<file path="src/swpt_pkg.sv">
`timescale 1ns / 1ps
// ----------------------------------------------------------------------------
// swpt_pkg
// Shared types and constants of the sliding window percentile tracker.
// ----------------------------------------------------------------------------
package swpt_pkg;

    localparam int P_WINDOW = 120;
    localparam int P_DW     = 32;
    localparam int P_LANES  = 3;

    // ceil(x / 100) = floor((x + 99) / 100); floor(y / 100) = (y * P_RECIP) >> P_SHIFT,
    // exact for y below about 199000 (covers WINDOW up to 1024)
    localparam int P_RND    = 99;
    localparam int P_RECIP  = 167773;
    localparam int P_RCP_W  = 18;
    localparam int P_SHIFT  = 24;

    localparam int P_PCT [P_LANES] = '{50, 90, 99};

    typedef enum logic [2:0] {
        S_IDLE,
        S_MUL1,
        S_MUL2,
        S_RANK,
        S_SCAN,
        S_BIT,
        S_OUT
    } t_state;

    typedef struct packed {
        logic write;
        logic mul1;
        logic mul2;
        logic rank;
        logic scan;
        logic bit_dec;
        logic out_load;
    } t_cmd;

    typedef struct packed {
        logic scan_done;
        logic bit_last;
        logic out_busy;
    } t_sts;

    typedef struct packed {
        logic [P_DW-1:0] frames_seen;
        logic [P_DW-1:0] pct50;
        logic [P_DW-1:0] pct90;
        logic [P_DW-1:0] pct99;
        logic [P_DW-1:0] window_max;
    } t_result;

endpackage

</file>
<file path="src/swpt_ctrl.sv">
`timescale 1ns / 1ps
// ----------------------------------------------------------------------------
// swpt_ctrl
// Sequencer: write, rank setup, 32 radix passes over the window, output.
// ----------------------------------------------------------------------------
module swpt_ctrl import swpt_pkg::*; (
    input  logic i_clk,
    input  logic i_rst_n,
    input  logic i_in_valid,
    output logic o_in_ready,
    input  t_sts i_sts,
    output t_cmd o_cmd
);

    t_state r_state, n_state;

    always_ff @(posedge i_clk) begin
        if (!i_rst_n) begin
            r_state <= S_IDLE;
        end else begin
            r_state <= n_state;
        end
    end

    always_comb begin
        n_state    = r_state;
        o_cmd      = '0;
        o_in_ready = 1'b0;
        case (r_state)
            S_IDLE: begin
                o_in_ready = 1'b1;
                if (i_in_valid) begin
                    o_cmd.write = 1'b1;
                    n_state     = S_MUL1;
                end
            end
            S_MUL1: begin
                o_cmd.mul1 = 1'b1;
                n_state    = S_MUL2;
            end
            S_MUL2: begin
                o_cmd.mul2 = 1'b1;
                n_state    = S_RANK;
            end
            S_RANK: begin
                o_cmd.rank = 1'b1;
                n_state    = S_SCAN;
            end
            S_SCAN: begin
                o_cmd.scan = 1'b1;
                if (i_sts.scan_done) begin
                    n_state = S_BIT;
                end
            end
            S_BIT: begin
                o_cmd.bit_dec = 1'b1;
                n_state       = i_sts.bit_last ? S_OUT : S_SCAN;
            end
            S_OUT: begin
                if (!i_sts.out_busy) begin
                    o_cmd.out_load = 1'b1;
                    n_state        = S_IDLE;
                end
            end
            default: begin
                n_state = S_IDLE;
            end
        endcase
    end

endmodule

</file>
<file path="config.mk">
export PLATFORM = sky130hd
export DESIGN_NAME = swpt_ctrl
export DESIGN_NICKNAME = d
export VERILOG_FILES = /design/src/swpt_pkg.sv /design/src/swpt_ctrl.sv
export SDC_FILE = /design/constraint.sdc
export NUM_CORES = 1
export LEC_CHECK = 0
export CORE_AREA = 2 2 39 41
export CTS_CLUSTER_SIZE = 24
export DETAILED_ROUTE_END_ITERATION = 10
export DIE_AREA = 0 0 41 43
export DONT_BUFFER_PORTS = 1
export PLACE_DENSITY_LB_ADDON = 0.25
export SKIP_CTS_REPAIR_TIMING = 1
export SLEW_MARGIN = 5
export SYNTH_ARGS = -nofsm -noshare
export SYNTH_HDL_FRONTEND = slang
export SYNTH_SLANG_ARGS = --single-unit
export TNS_END_PERCENT = 100
</file>
<file path="constraint.sdc">
create_clock -name i_clk -period 1.2 [get_ports i_clk]
set_input_delay 0.12 -clock i_clk [delete_from_list [all_inputs] [get_ports i_clk]]
set_output_delay 0.12 -clock i_clk [all_outputs]
set_load 0.05 [all_outputs]
</file>
==> results.json <==
{
  "final_cell_mix": "buf_12 (6), buf_4 (6)",
  "final_cells": 64,
  "grt_max_degree": 13,
  "crit_buf_inv": 1,
  "tightest_slew_ns": 0.251,
  "top_register": "r_state",
  "final_antenna_net_count": 0,
  "synthTopCellsByArea": "dfxtp_1 (23%), o31ai_4 (8.1%), a21oi_1 (5.7%)",
  "post-route-period-util_pct": 108,
  "syn-num-nets": 36,
  "io_buffers": 0,
  "yosysWarnings": 0,
  "clock_latency_ns": 0.23,
  "antenna_found_initial": 0,
  "crit_path_end_kind": "output port",
  "die_width_um": 41,
  "initialDrtViolationCount": 3,
  "synth_top_area_cell": "dfxtp_1",
  "drc_errors": 0,
  "grt_use_total_pct": 10.0,
  "clock_sinks": 3,
  "final.setup_skew_ns": 0.00561,
  "leakage_nw": 0.230,
  "pre_cts_ws_ns": 0.0434,
  "post_dp_cell_area_um2": 483,
  "fin_area_um2": 594,
  "drt-met1-wl_um": 330,
  "outcome": "complete, but fails checks",
  "nFillCells": 144,
  "vias": 291,
  "synth-seq-cells": 3,
  "dieArea_um2": 1760,
  "htree_levels": 1,
  "fin_crit_ns": 1.30,
  "final_core_util_pct": 42.9,
  "syn_inst": 30,
  "drt_wl_total_um": 790,
  "worstPathRequired_ns": 1.08,
  "crit_arrival_ns": 1.18,
  "crit_family": "simple AND/OR/NAND/NOR gates",
  "vdd_drop_max_uv": 478,
  "r2r-start": "r_state[2]",
  "rsz0062_at_grt": "true",
  "largest_register_ffs": 3,
  "regArea_um2": 71.3,
  "clock_path_buffers": 2,
  "clk_pin_slew_worst_paths_ns": 0.03,
  "worstSetupPathType": "flop to output port",
  "synth_top_cell_area_share_pct": 22.9,
  "core-area_um2": 1380,
  "setup_viol": 6,
  "critPathLaunchType": "flop",
  "cts_tree": "done",
  "met2_length_um": 397,
  "io-pin-count": 14,
  "via_per_inst": 4.55,
  "synth.distinct_cells": 22,
  "slew_headroom_pct": 83.2,
  "fin_nets": 55,
  "largest_registers": "r_state: 3 flops",
  "numCtsBuffers": 3,
  "numPlacedInstances": 55,
  "grt_pass1_wl_um": 1190,
  "dieHeight_um": 43,
  "maxUsedRoutingLayer": "met3",
  "synth_area_um2": 263,
  "crit_start": "r_state[2]",
  "max_freq_ghz": 0.771,
  "fp-row-count": 14,
  "syn_to_final_growth_pct": 126,
  "ys_seq_area_share_pct": 22.9,
  "cap_violations": 0,
  "cp_max_fo": 6,
  "cts_root_buf": "clkbuf_4",
  "place_congestion": 0.703,
  "crit_path_cell_trace": "buf_12 > nor3_4 > and2_4",
  "num_antenna_cells": 0,
  "hpwl_um": 555,
  "hp-start": "i_rst_n",
  "violations": "setup timing",
  "slowest_delay_ns": 0.36,
  "min_path_type": "input pin to flop",
  "grt_pass1_vias": 265,
  "synth.avg_cell_area_um2": 8.76,
  "initial_utilization_pct": 19.0,
  "wl_met3_um": 62,
  "powerDensity_nw_per_um2": 1280,
  "wl_per_cell_um": 12.3,
  "drv_slew": 0,
  "setup_slack_ns": -0.0962,
  "finalHoldViolCount": 0,
  "first_pass_iters": 4,
  "cp_slowest_cell": "dfxtp_4",
  "drive_gt1_share_pct": 68.8,
  "multiInputGateArea_um2": 225,
  "grt_overflow": 0
}
## layout make-up
cell class	count	area share, %
inverters	3	2.32
multi-input cells	21	37.9
well taps	16	3.37
clock buffers	4	4.42
repair buffers	17	40.0
flip-flops and latches	3	12.0
## cell families after synthesis
kind of cell | Yosys count | share of synthesized area (%)
and+or+nand+nor | 11 | 33.3
DFF | 3 | 22.9
muxes | 1 | 5.71
AOI/OAI and AO/OA | 9 | 27.1
buffers and inverters | 6 | 11.0
## report_power, final
| group | leakage [nW] | internal (mW) | switching, mW |
|---|---|---|---|
| Clock | 0.0150 | 0.125 | 0.0516 |
| Sequential | 0.0267 | 0.117 | 0.0339 |
| Combinational | 0.188 | 0.208 | 0.225 |
## metal layers
layer	vias up	GRT usage, %
met3	0	5.76
li1	144	-
met1	138	12.2
met2	9	14.1
met4	0	4.00
met5	-	0
## metrics by stage
stage	hold slack, ns	total power [mW]	TNS, ns
after floorplan	0.246	0.417	-0.479
after global placement	0.254	0.516	0
after detailed placement	0.258	0.522	0
after CTS	0.00910	0.708	-1.17
after global routing	0.0436	0.807	-0.683
final	0.0375	0.761	-0.296
## Yosys cell counts (all sizes together)
cell type,n
nand3b,1
mux2,1
and2,1
nor2b,1
nor3,2
a211oi,1
o21ai,3
nor3b,3
a21oi,3
nor4b,1
dfxtp,3
and3,1
inv,3
buf,3
a22oi,1
o31ai,1
nand2,1
## worst paths after layout
| path | cells after the start | endpoint | slack (ns) |
|---|---|---|---|
| setup / recovery | 3 | o_cmd[6] | -0.1 |
| hold / removal | 1 | r_state[2] | 0.04 |
| setup reg to reg | 3 | r_state[0] | 0.12 |
| hold reg to reg | 2 | r_state[1] | 0.64 |
Power figures use the tool's default switching activity.
